File: src/design/ramdac_registers_and_cursor_overlay_assert.svh
// ----------------------------------------------------------------------------
// ramdac_registers_and_cursor_overlay_assert.svh
// Assertion macros used by the RAMDAC register and cursor block.
// ----------------------------------------------------------------------------
`ifndef RAMDAC_REGISTERS_AND_CURSOR_OVERLAY_ASSERT_SVH
`define RAMDAC_REGISTERS_AND_CURSOR_OVERLAY_ASSERT_SVH

// same-cycle implication, masked during reset
`define RDCO_ASSERT_IMP(label, clk, rst, ante, cons) \
  label: assert property (@(posedge clk) disable iff (rst) (ante) |-> (cons)) \
    else $error("rdco: same-cycle check failed");

// next-cycle implication, masked during reset
`define RDCO_ASSERT_NXT(label, clk, rst, ante, cons) \
  label: assert property (@(posedge clk) disable iff (rst) (ante) |=> (cons)) \
    else $error("rdco: next-cycle check failed");

`endif

File: src/design/rdco_pkg.sv
`timescale 1ns / 1ps
// ----------------------------------------------------------------------------
// rdco_pkg
// Types and constants of the RAMDAC register and cursor overlay block.
// ----------------------------------------------------------------------------
package rdco_pkg;

  // request op codes
  localparam logic [1:0] OP_READ  = 2'd0;
  localparam logic [1:0] OP_WRITE = 2'd1;
  localparam logic [1:0] OP_PIXEL = 2'd2;

  // bus ports
  localparam logic [1:0] PORT_INDEX  = 2'd0;
  localparam logic [1:0] PORT_CURPAL = 2'd1;
  localparam logic [1:0] PORT_REG    = 2'd2;
  localparam logic [1:0] PORT_PAL    = 2'd3;

  // indexed register map
  localparam logic [7:0] IX_POS_LO = 8'd0;
  localparam logic [7:0] IX_POS_HI = 8'd1;
  localparam logic [7:0] IX_MISC   = 8'd2;
  localparam logic [7:0] IX_CLKSEL = 8'd5;
  localparam logic [7:0] IX_ID     = 8'd10;

  // configuration space
  localparam int unsigned APB_ADDR_W = 3;
  localparam int unsigned APB_DATA_W = 32;
  localparam int unsigned SCREEN_W_W = 13;
  localparam logic [SCREEN_W_W-1:0] SCREEN_WIDTH_RESET = 13'd640;

  // front-to-back queue
  localparam int unsigned QUEUE_DEPTH = 2;
  localparam int unsigned QUEUE_PTR_W = $clog2(QUEUE_DEPTH);
  localparam int unsigned QUEUE_CNT_W = $clog2(QUEUE_DEPTH + 1);

  typedef enum logic [2:0] {
    K_NOP       = 3'd0,
    K_READ_REG  = 3'd1,
    K_WR_INDEX  = 3'd2,
    K_WR_CURPAL = 3'd3,
    K_WR_REG    = 3'd4,
    K_WR_PAL    = 3'd5,
    K_PIXEL     = 3'd6
  } kind_t;

  typedef struct packed {
    kind_t       kind;
    logic [7:0]  wdata;
    logic [11:0] pixel_x;
    logic [3:0]  cursor_code;
    logic [23:0] back_color;
  } cmd_t;

  typedef struct packed {
    logic [7:0]  read_data;
    logic        palette_write;
    logic [7:0]  palette_index;
    logic [23:0] palette_rgb;
    logic        cursor_change;
    logic        cursor_on;
    logic [23:0] pixel_color;
  } result_t;

endpackage

File: src/design/rdco_if.sv
`timescale 1ns / 1ps
// ----------------------------------------------------------------------------
// rdco_if
// Request and result channels (valid/ready with payload).
// ----------------------------------------------------------------------------
interface rdco_req_if;
  logic        valid;
  logic        ready;
  logic [1:0]  op;
  logic [1:0]  port;
  logic [7:0]  wdata;
  logic [11:0] pixel_x;
  logic [3:0]  cursor_code;
  logic [23:0] back_color;

  modport source (output valid, op, port, wdata, pixel_x, cursor_code, back_color,
                  input ready);
  modport sink   (input valid, op, port, wdata, pixel_x, cursor_code, back_color,
                  output ready);
endinterface

interface rdco_rsp_if;
  logic        valid;
  logic        ready;
  logic [7:0]  read_data;
  logic        palette_write;
  logic [7:0]  palette_index;
  logic [23:0] palette_rgb;
  logic        cursor_change;
  logic        cursor_on;
  logic [23:0] pixel_color;

  modport source (output valid, read_data, palette_write, palette_index, palette_rgb,
                  cursor_change, cursor_on, pixel_color, input ready);
  modport sink   (input valid, read_data, palette_write, palette_index, palette_rgb,
                  cursor_change, cursor_on, pixel_color, output ready);
endinterface

File: src/design/rdco_queue.sv
`timescale 1ns / 1ps
// ----------------------------------------------------------------------------
// rdco_queue
// Short FIFO of classified requests between front and back.
// ----------------------------------------------------------------------------
module rdco_queue (
  input  logic           clk,
  input  logic           rst,
  input  logic           push_valid,
  output logic           push_ready,
  input  rdco_pkg::cmd_t push_data,
  output logic           pop_valid,
  input  logic           pop_ready,
  output rdco_pkg::cmd_t pop_data
);

  rdco_pkg::cmd_t                      entry [rdco_pkg::QUEUE_DEPTH];
  logic [rdco_pkg::QUEUE_PTR_W-1:0]    wr_ptr;
  logic [rdco_pkg::QUEUE_PTR_W-1:0]    rd_ptr;
  logic [rdco_pkg::QUEUE_CNT_W-1:0]    count;
  logic [rdco_pkg::QUEUE_CNT_W-1:0]    count_next;
  logic                                push;
  logic                                pop;

  assign push_ready = (count != rdco_pkg::QUEUE_CNT_W'(rdco_pkg::QUEUE_DEPTH));
  assign pop_valid  = (count != '0);
  assign push       = push_valid && push_ready;
  assign pop        = pop_valid && pop_ready;
  assign pop_data   = entry[rd_ptr];
  assign count_next = count + rdco_pkg::QUEUE_CNT_W'(push)
                            - rdco_pkg::QUEUE_CNT_W'(pop);

  always_ff @(posedge clk) begin
    if (rst) begin
      wr_ptr <= '0;
      rd_ptr <= '0;
      count  <= '0;
    end else begin
      count <= count_next;
      if (push) begin
        wr_ptr <= wr_ptr + 1'b1;
      end
      if (pop) begin
        rd_ptr <= rd_ptr + 1'b1;
      end
    end
  end

  always_ff @(posedge clk) begin
    if (push) begin
      entry[wr_ptr] <= push_data;
    end
  end

endmodule

File: src/design/rdco_front.sv
`timescale 1ns / 1ps
// ----------------------------------------------------------------------------
// rdco_front
// Takes requests and sorts each into one kind of back-end command.
// ----------------------------------------------------------------------------
module rdco_front (
  rdco_req_if.sink        req,
  output logic            cmd_valid,
  input  logic            cmd_ready,
  output rdco_pkg::cmd_t  cmd
);

  rdco_pkg::kind_t kind;

  always_comb begin
    kind = rdco_pkg::K_NOP;
    case (req.op)
      rdco_pkg::OP_READ: begin
        // only the indexed port reads back anything
        if (req.port == rdco_pkg::PORT_REG) begin
          kind = rdco_pkg::K_READ_REG;
        end
      end
      rdco_pkg::OP_WRITE: begin
        case (req.port)
          rdco_pkg::PORT_INDEX:  kind = rdco_pkg::K_WR_INDEX;
          rdco_pkg::PORT_CURPAL: kind = rdco_pkg::K_WR_CURPAL;
          rdco_pkg::PORT_REG:    kind = rdco_pkg::K_WR_REG;
          default:               kind = rdco_pkg::K_WR_PAL;
        endcase
      end
      rdco_pkg::OP_PIXEL: kind = rdco_pkg::K_PIXEL;
      default:            kind = rdco_pkg::K_NOP;
    endcase
  end

  assign cmd_valid       = req.valid;
  assign req.ready       = cmd_ready;
  assign cmd.kind        = kind;
  assign cmd.wdata       = req.wdata;
  assign cmd.pixel_x     = req.pixel_x;
  assign cmd.cursor_code = req.cursor_code;
  assign cmd.back_color  = req.back_color;

endmodule

File: src/design/rdco_back.sv
`timescale 1ns / 1ps
`include "ramdac_registers_and_cursor_overlay_assert.svh"
// ----------------------------------------------------------------------------
// rdco_back
// Executes commands against the register state, composites pixels and
// holds each result in the output register.
// ----------------------------------------------------------------------------
module rdco_back #(
  parameter int unsigned CURSOR_WIDTH  = 32,
  parameter int unsigned CURSOR_COLORS = 8,
  parameter int unsigned ID_VALUE      = 0
) (
  input  logic                               clk,
  input  logic                               rst,
  input  logic                               cmd_valid,
  output logic                               cmd_ready,
  input  rdco_pkg::cmd_t                     cmd,
  input  logic [rdco_pkg::SCREEN_W_W-1:0]    screen_width,
  rdco_rsp_if.source                         rsp
);

  localparam int unsigned SLOT_W = $clog2(CURSOR_COLORS);
  localparam logic [15:0] CURSOR_W_V = 16'(CURSOR_WIDTH);
  localparam logic [7:0]  ID_V       = 8'(ID_VALUE);

  logic [7:0]  reg_index;
  logic [1:0]  component_count;
  logic [7:0]  hold0;
  logic [7:0]  hold1;
  logic [23:0] cursor_palette [CURSOR_COLORS];
  logic [15:0] cursor_x;
  logic [7:0]  cursor_x_low_latch;
  logic [7:0]  misc_control;
  logic [7:0]  clock_select;

  logic                    out_valid;
  rdco_pkg::result_t       result;
  rdco_pkg::result_t       result_next;
  logic                    pop;
  logic                    byte_done;
  logic [23:0]             rgb;
  logic [SLOT_W-1:0]       slot_of [256];
  logic [SLOT_W-1:0]       wr_slot;
  logic [SLOT_W-1:0]       color_slot;
  logic [15:0]             px_wide;
  logic [15:0]             px_offset;
  logic                    in_window;
  logic [23:0]             inverted;

  // residue of every byte value modulo the colour count, a constant table
  always_comb begin
    for (int i = 0; i < 256; i++) begin
      slot_of[i] = SLOT_W'(i % CURSOR_COLORS);
    end
  end

  assign cmd_ready  = !out_valid || rsp.ready;
  assign pop        = cmd_valid && cmd_ready;
  assign byte_done  = (component_count == 2'd2);
  assign rgb        = {hold0, hold1, cmd.wdata};
  assign wr_slot    = slot_of[reg_index];
  assign color_slot = slot_of[{5'd0, cmd.cursor_code[2:0]}];
  assign px_wide    = {4'd0, cmd.pixel_x};
  assign px_offset  = px_wide - cursor_x;
  assign in_window  = ({1'b0, cmd.pixel_x} < screen_width) && (px_wide >= cursor_x)
                      && (px_offset < CURSOR_W_V);
  // each channel: 00 where its MSB is set, FF where clear
  assign inverted   = {{8{~cmd.back_color[23]}}, {8{~cmd.back_color[15]}},
                       {8{~cmd.back_color[7]}}};

  always_comb begin
    result_next = '0;
    case (cmd.kind)
      rdco_pkg::K_READ_REG: begin
        case (reg_index)
          rdco_pkg::IX_MISC:   result_next.read_data = misc_control;
          rdco_pkg::IX_CLKSEL: result_next.read_data = clock_select;
          rdco_pkg::IX_ID:     result_next.read_data = ID_V;
          default:             result_next.read_data = 8'd0;
        endcase
      end
      rdco_pkg::K_WR_REG: begin
        if ((reg_index == rdco_pkg::IX_MISC) && (misc_control[1] != cmd.wdata[1])) begin
          result_next.cursor_change = 1'b1;
          result_next.cursor_on     = cmd.wdata[1];
        end
      end
      rdco_pkg::K_WR_PAL: begin
        if (byte_done) begin
          result_next.palette_write = 1'b1;
          result_next.palette_index = reg_index;
          result_next.palette_rgb   = rgb;
        end
      end
      rdco_pkg::K_PIXEL: begin
        if (!in_window) begin
          result_next.pixel_color = cmd.back_color;
        end else if (cmd.cursor_code[3]) begin
          result_next.pixel_color = cursor_palette[color_slot];
        end else if (cmd.cursor_code[0]) begin
          result_next.pixel_color = inverted;
        end else begin
          result_next.pixel_color = cmd.back_color;
        end
      end
      default: result_next = '0;
    endcase
  end

  always_ff @(posedge clk) begin
    if (rst) begin
      reg_index          <= '0;
      component_count    <= '0;
      hold0              <= '0;
      hold1              <= '0;
      cursor_x           <= '0;
      cursor_x_low_latch <= '0;
      misc_control       <= '0;
      clock_select       <= '0;
      for (int i = 0; i < CURSOR_COLORS; i++) begin
        cursor_palette[i] <= '0;
      end
    end else if (pop) begin
      case (cmd.kind)
        rdco_pkg::K_WR_INDEX: reg_index <= cmd.wdata;
        rdco_pkg::K_WR_CURPAL, rdco_pkg::K_WR_PAL: begin
          // both data ports share one byte collector
          if (byte_done) begin
            component_count <= '0;
            reg_index       <= reg_index + 8'd1;
            if (cmd.kind == rdco_pkg::K_WR_CURPAL) begin
              cursor_palette[wr_slot] <= rgb;
            end
          end else begin
            component_count <= component_count + 2'd1;
            if (component_count == 2'd0) begin
              hold0 <= cmd.wdata;
            end else begin
              hold1 <= cmd.wdata;
            end
          end
        end
        rdco_pkg::K_WR_REG: begin
          // writes to any other index have no effect here
          case (reg_index)
            rdco_pkg::IX_POS_LO: cursor_x_low_latch <= cmd.wdata;
            rdco_pkg::IX_POS_HI: cursor_x <= {cmd.wdata, cursor_x_low_latch};
            rdco_pkg::IX_MISC:   misc_control <= cmd.wdata;
            rdco_pkg::IX_CLKSEL: clock_select <= cmd.wdata;
            default: ;
          endcase
        end
        default: ;
      endcase
    end
  end

  always_ff @(posedge clk) begin
    if (rst) begin
      out_valid <= 1'b0;
    end else if (cmd_ready) begin
      out_valid <= cmd_valid;
    end
  end

  always_ff @(posedge clk) begin
    if (pop) begin
      result <= result_next;
    end
  end

  assign rsp.valid         = out_valid;
  assign rsp.read_data     = result.read_data;
  assign rsp.palette_write = result.palette_write;
  assign rsp.palette_index = result.palette_index;
  assign rsp.palette_rgb   = result.palette_rgb;
  assign rsp.cursor_change = result.cursor_change;
  assign rsp.cursor_on     = result.cursor_on;
  assign rsp.pixel_color   = result.pixel_color;

  `RDCO_ASSERT_NXT(a_index_load, clk, rst, pop && (cmd.kind == rdco_pkg::K_WR_INDEX), reg_index == $past(cmd.wdata))
  `RDCO_ASSERT_NXT(a_pal_done, clk, rst, pop && (cmd.kind == rdco_pkg::K_WR_PAL) && byte_done, out_valid && result.palette_write && (component_count == 2'd0))
  `RDCO_ASSERT_IMP(a_cursor_on, clk, rst, out_valid && result.cursor_change, result.cursor_on == misc_control[1])

endmodule

File: src/design/ramdac_registers_and_cursor_overlay.sv
`timescale 1ns / 1ps
// Path: an accepted request passes through a queue slot, then the output
// register, which holds the result until the result sink takes it.
// Throughput: one request per cycle while the result sink is ready; set
// by the back end's single execute stage, which updates state per command.
// Reset: synchronous, active high; all registers but queue and result data
// clear to 0, screen_width to 640; no clearing pass, requests taken now.
// ----------------------------------------------------------------------------
// ramdac_registers_and_cursor_overlay
// Video DAC register file with palette collection and a hardware cursor
// overlay on the pixel stream; APB port for the screen width.
// ----------------------------------------------------------------------------
module ramdac_registers_and_cursor_overlay #(
  parameter int unsigned CURSOR_WIDTH  = 32,
  parameter int unsigned CURSOR_COLORS = 8,
  parameter int unsigned ID_VALUE      = 0
) (
  input  logic                              clk,
  input  logic                              rst,
  rdco_req_if.sink                          req,
  rdco_rsp_if.source                        rsp,
  input  logic                              psel,
  input  logic                              penable,
  input  logic                              pwrite,
  input  logic [rdco_pkg::APB_ADDR_W-1:0]   paddr,
  input  logic [rdco_pkg::APB_DATA_W-1:0]   pwdata,
  output logic [rdco_pkg::APB_DATA_W-1:0]   prdata,
  output logic                              pready
);

  // Request path:
  //   front  - decodes op/port into a command kind, no storage
  //   queue  - two-entry FIFO; lets a stalled result sink hold the back end
  //            without stopping request acceptance straight away
  //   back   - register state, byte collector, cursor palette and the
  //            pixel compositor, followed by the output register

  logic                               q_in_valid;
  logic                               q_in_ready;
  rdco_pkg::cmd_t                     q_in_cmd;
  logic                               q_out_valid;
  logic                               q_out_ready;
  rdco_pkg::cmd_t                     q_out_cmd;
  logic [rdco_pkg::SCREEN_W_W-1:0]    screen_width;
  logic                               cfg_write;
  logic                               cfg_hit;

  rdco_front u_front (
    .req       (req),
    .cmd_valid (q_in_valid),
    .cmd_ready (q_in_ready),
    .cmd       (q_in_cmd)
  );

  rdco_queue u_queue (
    .clk        (clk),
    .rst        (rst),
    .push_valid (q_in_valid),
    .push_ready (q_in_ready),
    .push_data  (q_in_cmd),
    .pop_valid  (q_out_valid),
    .pop_ready  (q_out_ready),
    .pop_data   (q_out_cmd)
  );

  rdco_back #(
    .CURSOR_WIDTH  (CURSOR_WIDTH),
    .CURSOR_COLORS (CURSOR_COLORS),
    .ID_VALUE      (ID_VALUE)
  ) u_back (
    .clk          (clk),
    .rst          (rst),
    .cmd_valid    (q_out_valid),
    .cmd_ready    (q_out_ready),
    .cmd          (q_out_cmd),
    .screen_width (screen_width),
    .rsp          (rsp)
  );

  // APB: one register, screen_width, at byte address 0. Word select is
  // paddr[2]; the byte-lane bits are ignored. pready is tied high, so no waits.
  assign pready    = 1'b1;
  assign cfg_hit   = (paddr[2] == 1'b0);
  assign cfg_write = psel && penable && pwrite && pready;

  always_ff @(posedge clk) begin
    if (rst) begin
      screen_width <= rdco_pkg::SCREEN_WIDTH_RESET;
    end else if (cfg_write && cfg_hit) begin
      screen_width <= pwdata[rdco_pkg::SCREEN_W_W-1:0];
    end
  end

  // read-back; anything outside the register reads as zero
  assign prdata = cfg_hit ? rdco_pkg::APB_DATA_W'(screen_width) : '0;

endmodule
File: src/flat_wrapper.sv
// flat-port wrapper written by rule: the top's interface ports become plain ports
module ramdac_registers_and_cursor_overlay_flat 
#(
  parameter int unsigned CURSOR_WIDTH  = 32,
  parameter int unsigned CURSOR_COLORS = 8,
  parameter int unsigned ID_VALUE      = 0
)
  (clk, rst, psel, penable, pwrite, paddr, pwdata, prdata, pready, req_valid, req_op, req_port, req_wdata, req_pixel_x, req_cursor_code, req_back_color, req_ready, rsp_valid, rsp_read_data, rsp_palette_write, rsp_palette_index, rsp_palette_rgb, rsp_cursor_change, rsp_cursor_on, rsp_pixel_color, rsp_ready);
  rdco_req_if req_i ();
  rdco_rsp_if rsp_i ();
  input  logic clk;
  input  logic rst;
  input  logic psel;
  input  logic penable;
  input  logic pwrite;
  input  logic [rdco_pkg::APB_ADDR_W-1:0] paddr;
  input  logic [rdco_pkg::APB_DATA_W-1:0] pwdata;
  output logic [rdco_pkg::APB_DATA_W-1:0] prdata;
  output logic pready;
  input wire logic [$bits(req_i.valid)-1:0] req_valid;
  input wire logic [$bits(req_i.op)-1:0] req_op;
  input wire logic [$bits(req_i.port)-1:0] req_port;
  input wire logic [$bits(req_i.wdata)-1:0] req_wdata;
  input wire logic [$bits(req_i.pixel_x)-1:0] req_pixel_x;
  input wire logic [$bits(req_i.cursor_code)-1:0] req_cursor_code;
  input wire logic [$bits(req_i.back_color)-1:0] req_back_color;
  output wire logic [$bits(req_i.ready)-1:0] req_ready;
  output wire logic [$bits(rsp_i.valid)-1:0] rsp_valid;
  output wire logic [$bits(rsp_i.read_data)-1:0] rsp_read_data;
  output wire logic [$bits(rsp_i.palette_write)-1:0] rsp_palette_write;
  output wire logic [$bits(rsp_i.palette_index)-1:0] rsp_palette_index;
  output wire logic [$bits(rsp_i.palette_rgb)-1:0] rsp_palette_rgb;
  output wire logic [$bits(rsp_i.cursor_change)-1:0] rsp_cursor_change;
  output wire logic [$bits(rsp_i.cursor_on)-1:0] rsp_cursor_on;
  output wire logic [$bits(rsp_i.pixel_color)-1:0] rsp_pixel_color;
  input wire logic [$bits(rsp_i.ready)-1:0] rsp_ready;
  assign req_i.valid = req_valid;
  assign req_i.op = req_op;
  assign req_i.port = req_port;
  assign req_i.wdata = req_wdata;
  assign req_i.pixel_x = req_pixel_x;
  assign req_i.cursor_code = req_cursor_code;
  assign req_i.back_color = req_back_color;
  assign req_ready = req_i.ready;
  assign rsp_valid = rsp_i.valid;
  assign rsp_read_data = rsp_i.read_data;
  assign rsp_palette_write = rsp_i.palette_write;
  assign rsp_palette_index = rsp_i.palette_index;
  assign rsp_palette_rgb = rsp_i.palette_rgb;
  assign rsp_cursor_change = rsp_i.cursor_change;
  assign rsp_cursor_on = rsp_i.cursor_on;
  assign rsp_pixel_color = rsp_i.pixel_color;
  assign rsp_i.ready = rsp_ready;
  ramdac_registers_and_cursor_overlay #(.CURSOR_WIDTH(CURSOR_WIDTH), .CURSOR_COLORS(CURSOR_COLORS), .ID_VALUE(ID_VALUE)) u_core (.clk(clk), .rst(rst), .req(req_i), .rsp(rsp_i), .psel(psel), .penable(penable), .pwrite(pwrite), .paddr(paddr), .pwdata(pwdata), .prdata(prdata), .pready(pready));
endmodule
File: config.mk
export PLATFORM = sky130hd
export DESIGN_NAME = ramdac_registers_and_cursor_overlay_flat
export DESIGN_NICKNAME = d
export VERILOG_FILES = /design/src/design/rdco_pkg.sv /design/src/design/rdco_if.sv /design/src/design/rdco_queue.sv /design/src/design/rdco_front.sv /design/src/design/rdco_back.sv /design/src/design/ramdac_registers_and_cursor_overlay.sv /design/src/flat_wrapper.sv
export VERILOG_INCLUDE_DIRS = /design/src /design/src/design
export SDC_FILE = /design/constraint.sdc
export NUM_CORES = 1
export LEC_CHECK = 0
export ABC_AREA = 0
export BUFFER_PORTS_ARGS = -buffer_cell sky130_fd_sc_hd__buf_2
export CAP_MARGIN = 10
export CORE_MARGIN = 3
export CORE_UTILIZATION = 64
export CTS_BUF_LIST = sky130_fd_sc_hd__clkbuf_4 sky130_fd_sc_hd__clkbuf_8 sky130_fd_sc_hd__clkbuf_16
export CTS_CLUSTER_SIZE = 14
export DETAILED_ROUTE_END_ITERATION = 10
export PLACE_DENSITY = 0.81
export SKIP_CTS_REPAIR_TIMING = 1
export SYNTH_ARGS = -nofsm -noshare
export SYNTH_HDL_FRONTEND = slang
export SYNTH_SLANG_ARGS = --single-unit
File: constraint.sdc
create_clock -name clk -period 18 [get_ports clk]
set_clock_uncertainty 0.1 [all_clocks]
set_input_delay 3.6 -clock clk [delete_from_list [all_inputs] [get_ports clk]]
set_output_delay 3.6 -clock clk [all_outputs]
set_load 0.05 [all_outputs]
After elaboration in Yosys (flattened, before gate mapping)

Memory sizes are Yosys's and may differ from the RTL's. A register that Yosys moved wholly into a read port is not among the register bits.
Cells that the tools add are included.

Register bits: 151
RAM bits: 294
Bits in read-only memories: 1536
Bits of input ports: 94
Output and inout port bits: 102
Logic and storage cells: 121
Memories kept: 4

Add/sub/neg operators: 7
Magnitude comparators: 5
Eq/ne operators: 17
Muxes and demuxes: 32
Bitwise logic cells: 8
Reductions and logical operators: 28

Memory list:

| name                         | depth | bits a word | rd ports | clocked after memory_dff | wr ports | line             | RTL |
|---|---|---|---|---|---|---|---|
| (name not given)             | 256   | 3           | 1        | 0                        | 0        | rdco_back.sv:62  | `assign color_slot = slot_of[{5'd0, cmd.cursor_code[2:0]}];` |
| (name not given)             | 256   | 3           | 1        | 0                        | 0        | rdco_back.sv:61  | `assign wr_slot = slot_of[reg_index];` |
| u_core.u_back.cursor_palette | 8     | 24          | 1        | 0                        | 8        | rdco_back.sv:30  | `logic [23:0] cursor_palette [CURSOR_COLORS];` |
| u_core.u_queue.entry         | 2     | 51          | 1        | 1                        | 1        | rdco_queue.sv:17 | `rdco_pkg::cmd_t entry [rdco_pkg::QUEUE_DEPTH];` |

Operators with widths:

| cell                | number |
|---|---|
| $mux 24             | 4 |
| $mux 33             | 1 |
| $pmux 8 s2          | 2 |
| $reduce_or 24->1    | 1 |
| $ge 9x9->1 const B  | 2 |
| $pmux 3 s3          | 2 |
| $ge 12x16->1        | 1 |
| $lt 16x6->1 const B | 1 |
| $sub 12x16->16      | 1 |
| $mux 3              | 5 |
| $reduce_and 3->1    | 5 |
| $mux 1              | 14 |
| $lt 12x13->1        | 1 |
| $mux 13             | 1 |
| $eq 3x3->1 const B  | 3 |
| $not 3->9           | 1 |
| $not 8->9           | 1 |
| $add 8x1->8 const B | 1 |
| $eq 8x1->1 const B  | 1 |
| $eq 8x2->1 const B  | 1 |
| $eq 8x3->1 const B  | 1 |
| $logic_and 1x1->1   | 8 |
| $logic_not 8->1     | 1 |
| $mux 8              | 1 |
| 19 further kinds    | 37 |

Logic depth before layout (Yosys ltp)

Depth in word-level cells: 9
Depth in mapped cells: 17
Mapped depth without buffers: 10

Hierarchy

From an unflattened synthesis, not the netlist that was laid out.

Cells, all modules: 1541
Area total of the unflattened synthesis: 20483.4 um2

By module, submodules not included:

| module                              | times used | cells each | area an instance (um2) | sequential area each (um2) |
|---|---|---|---|---|
| rdco_back                           | 1          | 1202       | 15295.9                | 9118.7 |
| rdco_queue                          | 1          | 188        | 3925.0                 | 3163.0 |
| ramdac_registers_and_cursor_overlay | 1          | 93         | 842.1                  | 260.2 |
| rdco_front                          | 1          | 58         | 420.4                  | 0.0 |

Least setup slack after synthesis

OpenSTA, ideal clock, no wires.

Path type: input -> register
Start: input port rsp_ready
End: memory u_core.u_back.cursor_palette[4][0], enable pin
Library setup time: 384 ps
Data arrival time: 7678 ps
Data required time: 17516 ps
Setup slack: 9838 ps
Stages: 8
Buffers on the path: 2
Cell sequence: nand2b_1 -> o21a_1 -> clkbuf_1 -> and4bb_2 -> and2_1 -> clkbuf_1 -> nand3_1 -> nand2b_1

RTL lines:

| what        | line               | RTL |
|---|---|---|
| from (decl) | flat_wrapper.sv:36 | `input wire logic [$bits(rsp_i.ready)-1:0] rsp_ready;` |
| to (decl)   | rdco_back.sv:30    |  |

Worst setup path after layout

Start: input port paddr[2] in the netlist's numbering
End: output port prdata[11] in the netlist's numbering

Cells in the longest elaborated chain, start to end: 1

Ends and longest elaborated chain:

| what        | line                                      | RTL |
|---|---|---|
| from (decl) | flat_wrapper.sv:16                        | `input logic [rdco_pkg::APB_ADDR_W-1:0] paddr;` |
| $mux 13     | ramdac_registers_and_cursor_overlay.sv:95 | `assign prdata = cfg_hit ? rdco_pkg::APB_DATA_W'(screen_width) : '0;` |
| to (decl)   | flat_wrapper.sv:18                        | `output logic [rdco_pkg::APB_DATA_W-1:0] prdata;` |

No other way between the ends.

==> results.sh <==
export IMPL_dr_pass1_iters=5
export IMPL_min_period_ps=7890
export IMPL_tritoncts="built"
export IMPL_die_w_um=181
export IMPL_maxSlewViolCount=0
export IMPL_path_class="primary input to output pin"
export IMPL_synth_cells=1740
export IMPL_drive_gt1_share_pct=15.5
export IMPL_syn_avg_cell_area_sq_um=11.3
export IMPL_dpl_cell_area_sq_um=20700
export IMPL_drc_errors=0
export IMPL_finalSetupViolCount=0
export IMPL_die_area_sq_um=32800
export IMPL_grt_antenna_before_repair=1
export IMPL_via_per_inst=6.07
export IMPL_path_common_cell="buf_2"
export IMPL_synth_area_sq_um=19600
export IMPL_crit_fanout=15
export IMPL_pwr_share_clk_pct=28.1
export IMPL_gp_congestion=0.856
export IMPL_slew_headroom_pct=17.6
export IMPL_wl_per_cell_um=20.1
export IMPL_final_cell_mix="edfxtp_1, nand2_1, nor2_1"
export IMPL_nets=1978
export IMPL_die_y_um=181
export IMPL_ant_nets=0
export IMPL_power_switching_mw=1.13
export IMPL_p_seq_share_pct=41.8
export IMPL_p_leak_nw=8.34
export IMPL_post_layout_nonfiller_instances=2279
export IMPL_maxCapViolations=0
export IMPL_switching_share_pct=35.8
export IMPL_io_pins=196
export IMPL_arrival_ps=4190
export IMPL_yosys_warnings=0
export IMPL_end_kind="output pin"
export IMPL_p_int_mw=2.02
export IMPL_cp_cell_sequence="buf_2 -> nor2_1 -> buf_2"
export IMPL_ys_flop_type="edfxtp_1"
export IMPL_preCtsSetupSlack_ps=10110
export IMPL_multi_input_area_sq_um=6570
export IMPL_layout_worst_path_cycle_share_pct=43.8
export IMPL_wl_um=45900
export IMPL_clk_latency_ps=540
export IMPL_worst_pin_slew_ps=1240
export IMPL_h_tree_depth=2
export IMPL_synth_cell_types=61
export IMPL_clk_transition_reported_paths_ps=70
export IMPL_rows=63
export IMPL_holdCritPathClass="flip-flop to flip-flop"
export IMPL_numCtsBuffers=44
export IMPL_rr_worst_depth=11
export IMPL_stdcell_area_sq_um=22100
export IMPL_synth_top_area_share_pct=55.2
export IMPL_totalNegativeSetupSlack_ps=0
export IMPL_status="completed"
export IMPL_fillers=1986
export IMPL_min_path_cells=2
export IMPL_vdd_drop_max_v=0.000118
export IMPL_synth_area_leader_cell="edfxtp_1"
export IMPL_start_util_pct=65.6
export IMPL_clockBufferDepth=3
export IMPL_track_usage_pct=27.5
export IMPL_drt_iter0_drc=1552
export IMPL_mostFrequentLayoutCell="edfxtp_1"
export IMPL_combPwrFrac_pct=30.1
export IMPL_setup_slack_ps=10110
export IMPL_final_hold_violation_count=0
export IMPL_grt_pass1_vias=13575
export IMPL_via_count=13840
export IMPL_power_density_nw_per_um2=143
export IMPL_seq_area_sq_um=12500
export IMPL_ys_ff_latch=446
export IMPL_worst_setup_path_start_kind="primary input"
export IMPL_fmax_ghz=0.127
export IMPL_cp_data_required_time_ps=14300
export IMPL_place_inst=2199
export IMPL_synthTopCellsByArea="edfxtp_1, dfxtp_1, nand2_1, nor2_1, and2_1"
export IMPL_clockRootBuffer="clkbuf_16"
export IMPL_synth_edf_count=361
export IMPL_max_stage_delay_ps=290
export IMPL_grt_pass1_wl_um=71700
export IMPL_core_sq_um=30000
export IMPL_portBuffers=154
export IMPL_synth_seq_area_share_pct=63.8
export IMPL_grt_overflow=0
export IMPL_crit_slowest_cell="buf_2"
export IMPL_grt_max_degree=97
export IMPL_cts_sinks=446
export IMPL_rsz0062_at_grt="false"
export IMPL_dp_hpwl_um=28700
export IMPL_synth_async_reset_ratio_pct=0
export IMPL_area_growth_pct=12.3
-- power by group through the flow --
stage               registers (mW)  clock network, mW  logic [mW]
CTS                           1.32              0.895       0.942
floorplan                     1.52                  0       0.490
detailed placement            1.33                  0       0.936
global placement              1.33                  0       0.916
finish                        1.32              0.887       0.949
global route                  1.33              0.937        1.01
-- sequential cells by signal (all words and copies together) (netlist names), 2 cells and up, named ones only --
name                              count
u_core.screen_width                  13
u_core.u_queue.entry                102
u_core.u_back.rsp.pixel_color        24
u_core.u_back.cursor_palette        192
u_core.u_back.rsp.palette_rgb        24
u_core.u_back.cursor_x               16
u_core.u_back.misc_control            8
u_core.u_back.reg_index               8
u_core.u_back.hold0                   8
u_core.u_back.hold1                   8
u_core.u_queue.count                  2
u_core.u_back.rsp.read_data           8
u_core.u_back.rsp.palette_index       8
u_core.u_back.cursor_x_low_latch      8
u_core.u_back.component_count         2
u_core.u_back.clock_select            8
-- critical path: cells and delay by family --
kind | cells | cell delay (ps)
buf+inv | 2 | 470
simple gates | 1 | 120
-- path summary, 6_finish.rpt --
path                     startpoint                                 to  slack, ps
max                        paddr[2]                         prdata[11]      10110
min          u_core.screen_width[3]             u_core.screen_width[3]        360
max reg2reg               flip-flop  u_core.u_back.rsp.pixel_color[23]      13090
min reg2reg  u_core.screen_width[3]             u_core.screen_width[3]        360
-- logic make-up (layout without fill, tap and decap cells) --
family | after synthesis | count (layout) | share of synthesized area (%)
mux | 64 | 64 | 3.37
compound gates | 246 | 246 | 8.38
buf+inv | 155 | 285 | 3.41
fa+ha+maj | 29 | 29 | 1.85
other cells | 2 | 21 | 0.0382
flops | 446 | 446 | 63.8
xor+xnor | 7 | 7 | 0.312
simple gates | 791 | 791 | 18.8
-- cell usage after synthesis, drive strengths merged, types with 2 or more instances --
cell and count:
a211o 4, a211oi 27, a21o 2, a21oi 77, a22oi 10, a311oi 45
a31oi 5, and2 119, and3 63, buf 43, clkbuf 82, conb 2
dfxtp 85, edfxtp 361, ha 29, inv 30, mux2 17, mux2i 47
nand2 264, nand2b 16, nand3 60, nand3b 2, nand4 2, nor2 225
nor2b 10, nor3 12, nor3b 2, nor4 5, o211ai 6, o21a 8
o21ai 45, o22ai 6, or2 3, or3 3, xnor2 2, xor2 5
-- stage by stage --
step | hold WS, ps | util [%] | power, mW
after global routing | 382 | 73.6 | 3.28
after detailed placement | 350 | 68.9 | 2.27
after CTS | 359 | 73.6 | 3.15
after floorplan | 336 | - | 2.01
after global placement | 344 | 68.9 | 2.25
final | 363 | 73.6 | 3.15
-- final cells by class --
| cell class | instances | share of cell area (%) |
|---|---|---|
| clock inverter | 20 | 0.675 |
| antenna | 1 | 0.0113 |
| timing repair buffer | 176 | 4.24 |
| tap | 390 | 2.21 |
| sequential | 446 | 56.9 |
| inverter | 30 | 0.511 |
| clock buffer | 59 | 5.67 |
| multi-input combinational | 1157 | 29.8 |
-- metal layers --
| layer | global-route usage, % | vias up | wire length [um] |
|---|---|---|---|
| li1 | - | 6391 | - |
| met1 | 40.0 | 6656 | 19300 |
| met2 | 43.3 | 687 | 21300 |
| met3 | 4.17 | 106 | 4120 |
| met4 | 8.65 | 0 | 1230 |
| met5 | 0 | - | 0 |
(Power assumes the default switching activity.)
